$ cat config.mk
export PLATFORM = sky130hd
export DESIGN_NAME = voxel_ray_traversal
export DESIGN_NICKNAME = d
export VERILOG_FILES = /design/src/hdl/vrt_pkg.sv /design/src/hdl/vrt_iter_unit.sv /design/src/hdl/voxel_ray_traversal.sv
export SDC_FILE = /design/constraint.sdc
export NUM_CORES = 2
export LEC_CHECK = 0
export BUFFER_PORTS_ARGS = -buffer_cell sky130_fd_sc_hd__buf_2
export CAP_MARGIN = 10
export CORE_MARGIN = 2
export CORE_UTILIZATION = 30
export CTS_CLUSTER_DIAMETER = 100
export DETAILED_ROUTE_END_ITERATION = 8
export GPL_ROUTABILITY_DRIVEN = 0
export PLACE_DENSITY_LB_ADDON = 0.12
export SLEW_MARGIN = 20
export SYNTH_ARGS = -nofsm -noshare
export SYNTH_HDL_FRONTEND = slang
export SYNTH_SLANG_ARGS = --single-unit
$ cat constraint.sdc
create_clock -name clk -period 8.4 [get_ports clk]
set_clock_uncertainty 0.2 [all_clocks]
set_input_delay 0.42 -clock clk [delete_from_list [all_inputs] [get_ports clk]]
set_output_delay 0.42 -clock clk [all_outputs]
set_load 0.01 [all_outputs]
$ cat src/hdl/vrt_pkg.sv
// ----------------------------------------------------------------------------
// vrt_pkg: shared types and constants for the voxel ray traversal block
// Result kinds, saturation limits and the command word of the iterative unit.
// ----------------------------------------------------------------------------
package vrt_pkg;

    localparam logic [1:0]  KIND_QUERY = 2'd0;
    localparam logic [1:0]  KIND_HIT   = 2'd1;
    localparam logic [1:0]  KIND_MISS  = 2'd2;

    localparam logic [23:0] SAT24      = 24'hFFFFFF;
    localparam logic [16:0] U_MAX      = 17'd65536;

    typedef enum logic
    {
        MODE_SQRT,
        MODE_DIV
    } iter_mode_t;

    // Command to the shared square root / divide unit
    typedef struct packed
    {
        logic        start;
        iter_mode_t  mode;
        logic [63:0] num;       // remaining dividend bits, left aligned
        logic [35:0] rem_init;  // initial partial remainder
        logic [31:0] divisor;
        logic [5:0]  steps;     // result bits to produce
    } iter_cmd_t;

endpackage

$ cat src/hdl/vrt_iter_unit.sv
// ----------------------------------------------------------------------------
// vrt_iter_unit: shared restoring square root / divide unit
// One result bit per cycle; one compare and subtract serves both operations.
// ----------------------------------------------------------------------------
module vrt_iter_unit
(
    input  logic               clk,
    input  logic               rst_n,
    input  vrt_pkg::iter_cmd_t cmd,
    output logic               done,
    output logic [31:0]        quot
);
    import vrt_pkg::*;

    logic        busy_reg;
    logic        done_reg;
    logic [5:0]  cnt_reg;
    iter_mode_t  mode_reg;
    logic [63:0] num_reg;
    logic [35:0] rem_reg;
    logic [31:0] div_reg;
    logic [31:0] q_reg;

    logic [35:0] shifted;
    logic [35:0] trial;
    logic        ge;

    // Bring in the next dividend bits and form the trial subtrahend
    always_comb
    begin
        if (mode_reg == MODE_SQRT)
        begin
            shifted = {rem_reg[33:0], num_reg[63:62]};
            trial   = {2'b00, q_reg, 2'b01};
        end
        else
        begin
            shifted = {rem_reg[34:0], num_reg[63]};
            trial   = {4'b0000, div_reg};
        end
        ge = (shifted >= trial);
    end

    // Load a command, then iterate one bit per cycle
    always_ff @(posedge clk or negedge rst_n)
    begin
        if (!rst_n)
        begin
            busy_reg <= 1'b0;
            done_reg <= 1'b0;
            cnt_reg  <= '0;
            mode_reg <= MODE_SQRT;
            num_reg  <= '0;
            rem_reg  <= '0;
            div_reg  <= '0;
            q_reg    <= '0;
        end
        else
        begin
            done_reg <= 1'b0;
            if (cmd.start)
            begin
                busy_reg <= 1'b1;
                cnt_reg  <= cmd.steps;
                mode_reg <= cmd.mode;
                num_reg  <= cmd.num;
                rem_reg  <= cmd.rem_init;
                div_reg  <= cmd.divisor;
                q_reg    <= '0;
            end
            else if (busy_reg)
            begin
                rem_reg <= ge ? (shifted - trial) : shifted;
                q_reg   <= {q_reg[30:0], ge};
                num_reg <= (mode_reg == MODE_SQRT) ? {num_reg[61:0], 2'b00}
                                                   : {num_reg[62:0], 1'b0};
                cnt_reg <= cnt_reg - 6'd1;
                if (cnt_reg == 6'd1)
                begin
                    busy_reg <= 1'b0;
                    done_reg <= 1'b1;
                end
            end
        end
    end

    assign done = done_reg;
    assign quot = q_reg;

endmodule

$ cat src/hdl/voxel_ray_traversal.sv
// ----------------------------------------------------------------------------
// voxel_ray_traversal: fixed point 3D voxel grid walk
// Sets up a ray and steps it voxel by voxel, asking which voxels are solid.
// ----------------------------------------------------------------------------
// Usage:
//   s_* carries input items. s_tuser is the action: 0 starts a ray from the
//   origin and direction in s_tdata, 1 answers the last query with is_solid.
//   m_* carries result items: m_tuser is the kind (query, hit, miss), m_tdata
//   the voxel, the previous voxel and the distance of entry.
//   cfg_* writes the reach distance (unsigned Q8.16); the user is to write it only
//   while the block is idle, which the block itself does not enforce.
// Setup and stepping:
//   An answer is stepped in the accept cycle and its result is valid in the
//   next cycle. A start squares and sums the direction components, then runs
//   the 32-step square root and 18, 24 and 24 division steps per moving axis,
//   all on one shared bit-serial unit. A zero axis skips its divisions; a
//   saturating boundary or delta skips its division. The block is not ready
//   while a start is set up.
// Reset clears the ray (no ray active) and sets reach to 5.0.
// A stalled receiver holds the result in the output register; the block takes
// the next item only in the cycle that result is taken or once it has gone.
// An answer while no ray is active is dropped without a result.
// ----------------------------------------------------------------------------
module voxel_ray_traversal
(
    input  logic         clk,
    input  logic         rst_n,
    input  logic         s_tvalid,
    output logic         s_tready,
    input  logic [151:0] s_tdata,  // origin_x, origin_y, origin_z, dir_x, dir_y, dir_z,
                                   // is_solid, zero pad
    input  logic         s_tuser,  // action
    output logic         m_tvalid,
    input  logic         m_tready,
    output logic [143:0] m_tdata,  // voxel_x, voxel_y, voxel_z, place_x, place_y, place_z,
                                   // hit_distance
    output logic [1:0]   m_tuser,  // kind
    input  logic         cfg_valid,
    output logic         cfg_ready,
    input  logic [23:0]  cfg_data
);
    import vrt_pkg::*;

    typedef enum logic [3:0]
    {
        ST_IDLE,
        ST_SUMSQ,
        ST_SQRT,
        ST_AXIS,
        ST_DIVU,
        ST_NB,
        ST_NBW,
        ST_DL,
        ST_DLW,
        ST_EMIT
    } state_t;

    state_t      state_reg;
    logic [23:0] reach_reg;
    logic        active_reg;
    logic        m_valid_reg;
    logic [1:0]  kind_reg;
    logic [1:0]  axis_reg;
    logic [31:0] len2_reg;
    logic [31:0] s_reg;
    logic [16:0] u_reg;
    iter_cmd_t   cmd_reg;

    logic [19:0] cur_reg  [3];
    logic [19:0] prev_reg [3];
    logic        sign_reg [3];
    logic [23:0] nb_reg   [3];
    logic [23:0] dl_reg   [3];
    logic [15:0] mag_reg  [3];
    logic        neg_reg  [3];
    logic [11:0] frac_reg [3];
    logic [23:0] trav_reg;

    logic        iter_done;
    logic [31:0] iter_quot;

    logic        out_free;
    logic        accept;
    logic [31:0] len2_next;
    logic [12:0] f_cur;
    logic [16:0] u_cap;
    logic [1:0]  step_axis;
    logic [24:0] nb_sum;
    logic [23:0] nb_new;
    logic [15:0] dir_in   [3];
    logic [31:0] org_in   [3];

    vrt_iter_unit u_iter
    (
        .clk   (clk),
        .rst_n (rst_n),
        .cmd   (cmd_reg),
        .done  (iter_done),
        .quot  (iter_quot)
    );

    // Handshakes
    assign out_free  = !m_valid_reg || m_tready;
    assign s_tready  = (state_reg == ST_IDLE) && out_free;
    assign accept    = s_tvalid && s_tready;
    assign cfg_ready = 1'b1;

    // Unpack input fields
    assign org_in[0] = s_tdata[31:0];
    assign org_in[1] = s_tdata[63:32];
    assign org_in[2] = s_tdata[95:64];
    assign dir_in[0] = s_tdata[111:96];
    assign dir_in[1] = s_tdata[127:112];
    assign dir_in[2] = s_tdata[143:128];

    // Setup arithmetic for the current axis
    always_comb
    begin
        len2_next = len2_reg + (mag_reg[axis_reg] * mag_reg[axis_reg]);
        f_cur     = neg_reg[axis_reg] ? {1'b0, frac_reg[axis_reg]}
                                      : (13'd4096 - {1'b0, frac_reg[axis_reg]});
        u_cap     = (iter_quot > {15'd0, U_MAX}) ? U_MAX : iter_quot[16:0];
    end

    // Step choice: least boundary, ties go to z, then y
    always_comb
    begin
        if (nb_reg[0] < nb_reg[1])
        begin
            step_axis = (nb_reg[0] < nb_reg[2]) ? 2'd0 : 2'd2;
        end
        else
        begin
            step_axis = (nb_reg[1] < nb_reg[2]) ? 2'd1 : 2'd2;
        end
        nb_sum = {1'b0, nb_reg[step_axis]} + {1'b0, dl_reg[step_axis]};
        nb_new = nb_sum[24] ? SAT24 : nb_sum[23:0];
    end

    // Sequencer, ray state and output register
    always_ff @(posedge clk or negedge rst_n)
    begin
        if (!rst_n)
        begin
            state_reg   <= ST_IDLE;
            reach_reg   <= 24'd327680;
            active_reg  <= 1'b0;
            m_valid_reg <= 1'b0;
            kind_reg    <= KIND_QUERY;
            axis_reg    <= '0;
            len2_reg    <= '0;
            s_reg       <= '0;
            u_reg       <= '0;
            cmd_reg     <= '0;
            trav_reg    <= '0;
            for (int i = 0; i < 3; i++)
            begin
                cur_reg[i]  <= '0;
                prev_reg[i] <= '0;
                sign_reg[i] <= 1'b0;
                nb_reg[i]   <= '0;
                dl_reg[i]   <= '0;
                mag_reg[i]  <= '0;
                neg_reg[i]  <= 1'b0;
                frac_reg[i] <= '0;
            end
        end
        else
        begin
            cmd_reg.start <= 1'b0;
            if (m_valid_reg && m_tready)
            begin
                m_valid_reg <= 1'b0;
            end
            if (cfg_valid && cfg_ready)
            begin
                reach_reg <= cfg_data;
            end

            unique case (state_reg)
                ST_IDLE:
                begin
                    if (accept && !s_tuser)
                    begin
                        // Latch the ray and set up the origin voxel
                        for (int i = 0; i < 3; i++)
                        begin
                            cur_reg[i]  <= org_in[i][31:12];
                            prev_reg[i] <= org_in[i][31:12];
                            frac_reg[i] <= org_in[i][11:0];
                            neg_reg[i]  <= dir_in[i][15];
                            mag_reg[i]  <= dir_in[i][15] ? (16'd0 - dir_in[i]) : dir_in[i];
                        end
                        trav_reg   <= '0;
                        len2_reg   <= '0;
                        axis_reg   <= 2'd0;
                        active_reg <= 1'b0;
                        state_reg  <= ST_SUMSQ;
                    end
                    else if (accept && active_reg)
                    begin
                        m_valid_reg <= 1'b1;
                        if (s_tdata[144])
                        begin
                            kind_reg   <= KIND_HIT;
                            active_reg <= 1'b0;
                        end
                        else
                        begin
                            // Advance to the neighbor voxel
                            for (int i = 0; i < 3; i++)
                            begin
                                prev_reg[i] <= cur_reg[i];
                            end
                            cur_reg[step_axis] <= sign_reg[step_axis]
                                ? (cur_reg[step_axis] - 20'd1)
                                : (cur_reg[step_axis] + 20'd1);
                            trav_reg          <= nb_reg[step_axis];
                            nb_reg[step_axis] <= nb_new;
                            if (nb_reg[step_axis] < reach_reg)
                            begin
                                kind_reg <= KIND_QUERY;
                            end
                            else
                            begin
                                kind_reg   <= KIND_MISS;
                                active_reg <= 1'b0;
                            end
                        end
                    end
                end

                ST_SUMSQ:
                begin
                    len2_reg <= len2_next;
                    if (axis_reg == 2'd2)
                    begin
                        cmd_reg.start    <= 1'b1;
                        cmd_reg.mode     <= MODE_SQRT;
                        cmd_reg.num      <= {len2_next, 32'd0};
                        cmd_reg.rem_init <= '0;
                        cmd_reg.divisor  <= '0;
                        cmd_reg.steps    <= 6'd32;
                        state_reg        <= ST_SQRT;
                    end
                    else
                    begin
                        axis_reg <= axis_reg + 2'd1;
                    end
                end

                ST_SQRT:
                begin
                    if (iter_done)
                    begin
                        s_reg     <= iter_quot;
                        axis_reg  <= 2'd0;
                        state_reg <= ST_AXIS;
                    end
                end

                ST_AXIS:
                begin
                    if (mag_reg[axis_reg] == 16'd0 || s_reg == 32'd0)
                    begin
                        // Zero axis never steps within reach
                        sign_reg[axis_reg] <= 1'b0;
                        nb_reg[axis_reg]   <= SAT24;
                        dl_reg[axis_reg]   <= SAT24;
                        state_reg          <= (axis_reg == 2'd2) ? ST_EMIT : ST_AXIS;
                        axis_reg           <= axis_reg + 2'd1;
                    end
                    else
                    begin
                        cmd_reg.start    <= 1'b1;
                        cmd_reg.mode     <= MODE_DIV;
                        cmd_reg.num      <= '0;
                        cmd_reg.rem_init <= {6'd0, mag_reg[axis_reg], 14'd0};
                        cmd_reg.divisor  <= s_reg;
                        cmd_reg.steps    <= 6'd18;
                        state_reg        <= ST_DIVU;
                    end
                end

                ST_DIVU:
                begin
                    if (iter_done)
                    begin
                        u_reg     <= u_cap;
                        state_reg <= ST_NB;
                    end
                end

                ST_NB:
                begin
                    if (u_reg == 17'd0)
                    begin
                        sign_reg[axis_reg] <= 1'b0;
                        nb_reg[axis_reg]   <= SAT24;
                        dl_reg[axis_reg]   <= SAT24;
                        state_reg          <= (axis_reg == 2'd2) ? ST_EMIT : ST_AXIS;
                        axis_reg           <= axis_reg + 2'd1;
                    end
                    else
                    begin
                        sign_reg[axis_reg] <= neg_reg[axis_reg];
                        if ({8'd0, f_cur[12:4]} >= u_reg)
                        begin
                            nb_reg[axis_reg] <= SAT24;
                            state_reg        <= ST_DL;
                        end
                        else
                        begin
                            cmd_reg.start    <= 1'b1;
                            cmd_reg.mode     <= MODE_DIV;
                            cmd_reg.num      <= {f_cur[3:0], 60'd0};
                            cmd_reg.rem_init <= {27'd0, f_cur[12:4]};
                            cmd_reg.divisor  <= {15'd0, u_reg};
                            cmd_reg.steps    <= 6'd24;
                            state_reg        <= ST_NBW;
                        end
                    end
                end

                ST_NBW:
                begin
                    if (iter_done)
                    begin
                        nb_reg[axis_reg] <= iter_quot[23:0];
                        state_reg        <= ST_DL;
                    end
                end

                ST_DL:
                begin
                    if (u_reg <= 17'd256)
                    begin
                        dl_reg[axis_reg] <= SAT24;
                        state_reg        <= (axis_reg == 2'd2) ? ST_EMIT : ST_AXIS;
                        axis_reg         <= axis_reg + 2'd1;
                    end
                    else
                    begin
                        cmd_reg.start    <= 1'b1;
                        cmd_reg.mode     <= MODE_DIV;
                        cmd_reg.num      <= '0;
                        cmd_reg.rem_init <= 36'd256;
                        cmd_reg.divisor  <= {15'd0, u_reg};
                        cmd_reg.steps    <= 6'd24;
                        state_reg        <= ST_DLW;
                    end
                end

                ST_DLW:
                begin
                    if (iter_done)
                    begin
                        dl_reg[axis_reg] <= iter_quot[23:0];
                        state_reg        <= (axis_reg == 2'd2) ? ST_EMIT : ST_AXIS;
                        axis_reg         <= axis_reg + 2'd1;
                    end
                end

                ST_EMIT:
                begin
                    // Report the origin voxel once the output register is free
                    if (out_free)
                    begin
                        m_valid_reg <= 1'b1;
                        if (reach_reg != 24'd0)
                        begin
                            kind_reg   <= KIND_QUERY;
                            active_reg <= 1'b1;
                        end
                        else
                        begin
                            kind_reg   <= KIND_MISS;
                            active_reg <= 1'b0;
                        end
                        state_reg <= ST_IDLE;
                    end
                end

                default:
                begin
                    state_reg <= ST_IDLE;
                end
            endcase
        end
    end

    // Ray state only changes once the held result is taken or gone, so drive it directly
    assign m_tvalid = m_valid_reg;
    assign m_tuser  = kind_reg;
    assign m_tdata  = {trav_reg, prev_reg[2], prev_reg[1], prev_reg[0],
                       cur_reg[2], cur_reg[1], cur_reg[0]};

endmodule
==> reports/qor.txt <==
number of top-level pins = 331
IO Port Bufs = 322
final setup violation count = 0
Reg clk slew, reported paths = 0.06 ns
FFs w/ async S/R, synth = 100%
Seq cells post-synth = 727
post-synthesis sequential area ratio = 37.3%
H-tree depth = 3
RSZ-0062 raised after global routing = no
Internal = 6020 uW
CP Class = reg -> reg
largest net degree at the start of global routing = 151
CP max stage delay = 0.54 ns
top cells by area, synth = dfrtp_1 (37%), fa_1 (8.1%), ha_1 (7.4%)
Sequential Power Share = 44.5%
drt first pass iters = 8
total gr overflow = 0
largest family of logic cells by synthesized area = compound AO/OA/AOI/OAI gates
setup TNS = 0 ns
share of the synthesized area in the top cell type = 37.2%
simple-gate share of the synthesized area = 14.0%
Worst Path Max Fanout = 23
Slowest cell on crit path = fa_1
met3 usage = 3.43%
Comb pwr share = 3.5%
Die W = 407 microns
Worst Path Buf+Inv = 5
Vias = 41114
Final nets = 6509
CTS tree = yes
pre-CTS WS = 0.238 ns
Crit. End Element = flop
CTS root buf = clkbuf_16
DRC = 0
Die Ht = 407 microns
minimum clock period = 7.91 ns
Num CTS Buffers = 88
max FFs per register = 120
post-synth top area cell = dfrtp_1
Req. time, crit path = 8.75 ns
relative slew slack = 19.0%
Initial DRC Count = 2938
antenna viol nets, final = 0
adder and majority gate portion of the synthesized area = 15.4%
Cell variety after synth = 88
core region area = 0.162 sq mm
hold worst-path end = neg_reg[0]
Worst Tran Pin Value = 1.20 ns
number of global-route vias before repair = 41727
dpl cell area = 0.0529 sq mm
crit path DAT = 8.26 ns
Finished Core Util = 35.8%
hold depth = 3
EDFF count, synth = 0
Sw Ratio = 23.8%
Starting Density = 30.1%
Post-Syn Area per Cell = 8.99 sq um
clock power share = 51.9%
fmax = 126 MHz
Synth warnings = 0
Top cell by count, worst path = fa_1
total track usage = 20.3%
Power Density = 136 mW/mm^2
Slew Limit Fails = 0
Detail Placement HPWL = 125000 microns
worst skew pair latency = 0.72 ns
global-route wire length before repair = 262000 microns
Commonest cells post-synth = nand2_1 (839), dfrtp_1 (725), inv_1 (501), nor2_1 (441), o21ai_0 (361)
Tot Pwr = 7900 uW
Synth Cell Area = 0.0488 sq mm
worst vdd ir = 0.000137 V
hold crit path type = in -> reg
R2R setup slack = 0.49 ns
Leakage = 0.0284 uW
busiest metal layer after global routing = met2
routed wire length per instance = 21.2 microns
final worst slack = 0.485 ns
Compound-Gate Fraction of Synth Area = 18.5%
Max Buffers Root-to-Sink = 3
Sink Count = 727
capturing point of the worst reg2reg path = len2_reg[31]
startpoint types = flop
final WL = 171000 microns
outcome = completed
cell family with most CP delay = adder cells
share of cells above drive strength 1 = 13.2%
crit share post-route = 94.2%
P&R area growth vs syn = 19.1%
FF-to-FF path depth = 26
Post-synth top flop = dfrtp_1
multiplexer share of the synthesized area = 5.50%
Design Area, Final = 0.0581 sq mm
Fillers = 16856
XOR/XNOR Fraction of Synth Area = 2.73%
max-cap viol count = 0
met1 usage = 29.1%
Row Count = 148
antenna violations before repair = 11
cell count after synthesis = 5429
final count of hold timing violations = 0
Worst Min Path Start = s_tdata[143]
Via density = 5.08
Die ar. = 0.166 sq mm
Synthesized Nets = 6095
met2 Usage GRT = 31.3%
count leader, synth = nand2_1
launching point of the worst reg2reg path = axis_reg[1]
Sw Pwr = 1880 uW
==> what timing repair did <==
action / CTS / global route
hold buffers: 197 / 0
endpoints found under the setup margin: 0 / 4
setup buffers: 0 / 7
resized for setup: 0 / 3
endpoints found under the hold margin: 308 / 0
==> power groups by stage <==
stage                     Combinational, uW  Sequential, uW  Clock, uW
after floorplan                        53.4            3580          0
after global placement                  213            3580          0
after detailed placement                215            3580          0
after CTS                               288            3520       4220
after global routing                    313            3520       4350
final                                   280            3520       4100
==> worst max path at each step <==
stage	end	from	cells past startpoint
finish	len2_reg[31]	axis_reg[1]	26
global route	len2_reg[31]	axis_reg[1]	29
CTS	len2_reg[31]	axis_reg[1]	26
detailed placement	len2_reg[31]	axis_reg[1]	26
global placement	len2_reg[31]	axis_reg[1]	26
floorplan	cmd_reg[137]	axis_reg[0]	30
==> placed cells by master, fill, tap and decap left out, types with 77 or more instances in the layout <==
cell type      netlist  layout
nand2_1            839     835
dfrtp_1            725     721
inv_1              501     500
nor2_1             441     436
o21ai_0            361     359
buf_2               24     321
a21oi_1            309     307
ha_1               287     286
fa_1               197     197
dlygate4sd3_1        0     197
mux2i_1            150     150
buf_4                7     114
mux2_2             105     105
clkbuf_16            0      89
xor2_1              80      80
a22o_1              78      78
nand3_1             77      77
a31oi_1             77      77
==> final cells by class <==
type                       count  area, sq um  area share, %
tap                         2175         2720           4.68
timing repair buffer         640         4590           7.89
sequential                   727        18200           31.3
inverter                     508         1910           3.28
antenna                       10         25.0         0.0430
clock inverter                37          554          0.953
multi-input combinational   3878        27600           47.4
clock buffer                 124         2550           4.38
==> worst reg2reg max path: cells and delay by family, from the launching register on <==
family                   cells  cell delay [ns]
multiplexers                 2             0.45
AO/OA/AOI/OAI               10             2.48
adder cells (fa/ha/maj)      7             3.33
flip-flops                   1             0.44
buffers and inverters        5             0.64
AND/OR/NAND/NOR              2             0.22
==> cells by family after synthesis <==
family                     Yosys count
DFF                                727
adders and majority gates          484
xor gates and xnor gates           152
muxes                              255
AOI/OAI and AO/OA                 1371
other                                1
buffers and inverters              824
and+or+nand+nor                   1615
==> metal layers <==
layer / wire length, microns / vias up
li1: - / 19567
met1: 82200 / 20360
met2: 75500 / 988
met3: 9170 / 195
met4: 4510 / 4
met5: 23 / -
==> stage by stage <==
step,hold WS (ns),std cells
after floorplan,-0.0756,5429
after global placement,0.259,7724
after detailed placement,0.262,7724
after CTS,0.00223,8082
after global routing,0.0510,8095
final,0.0428,8099
Note: power is estimated with default switching activity, not from simulation.
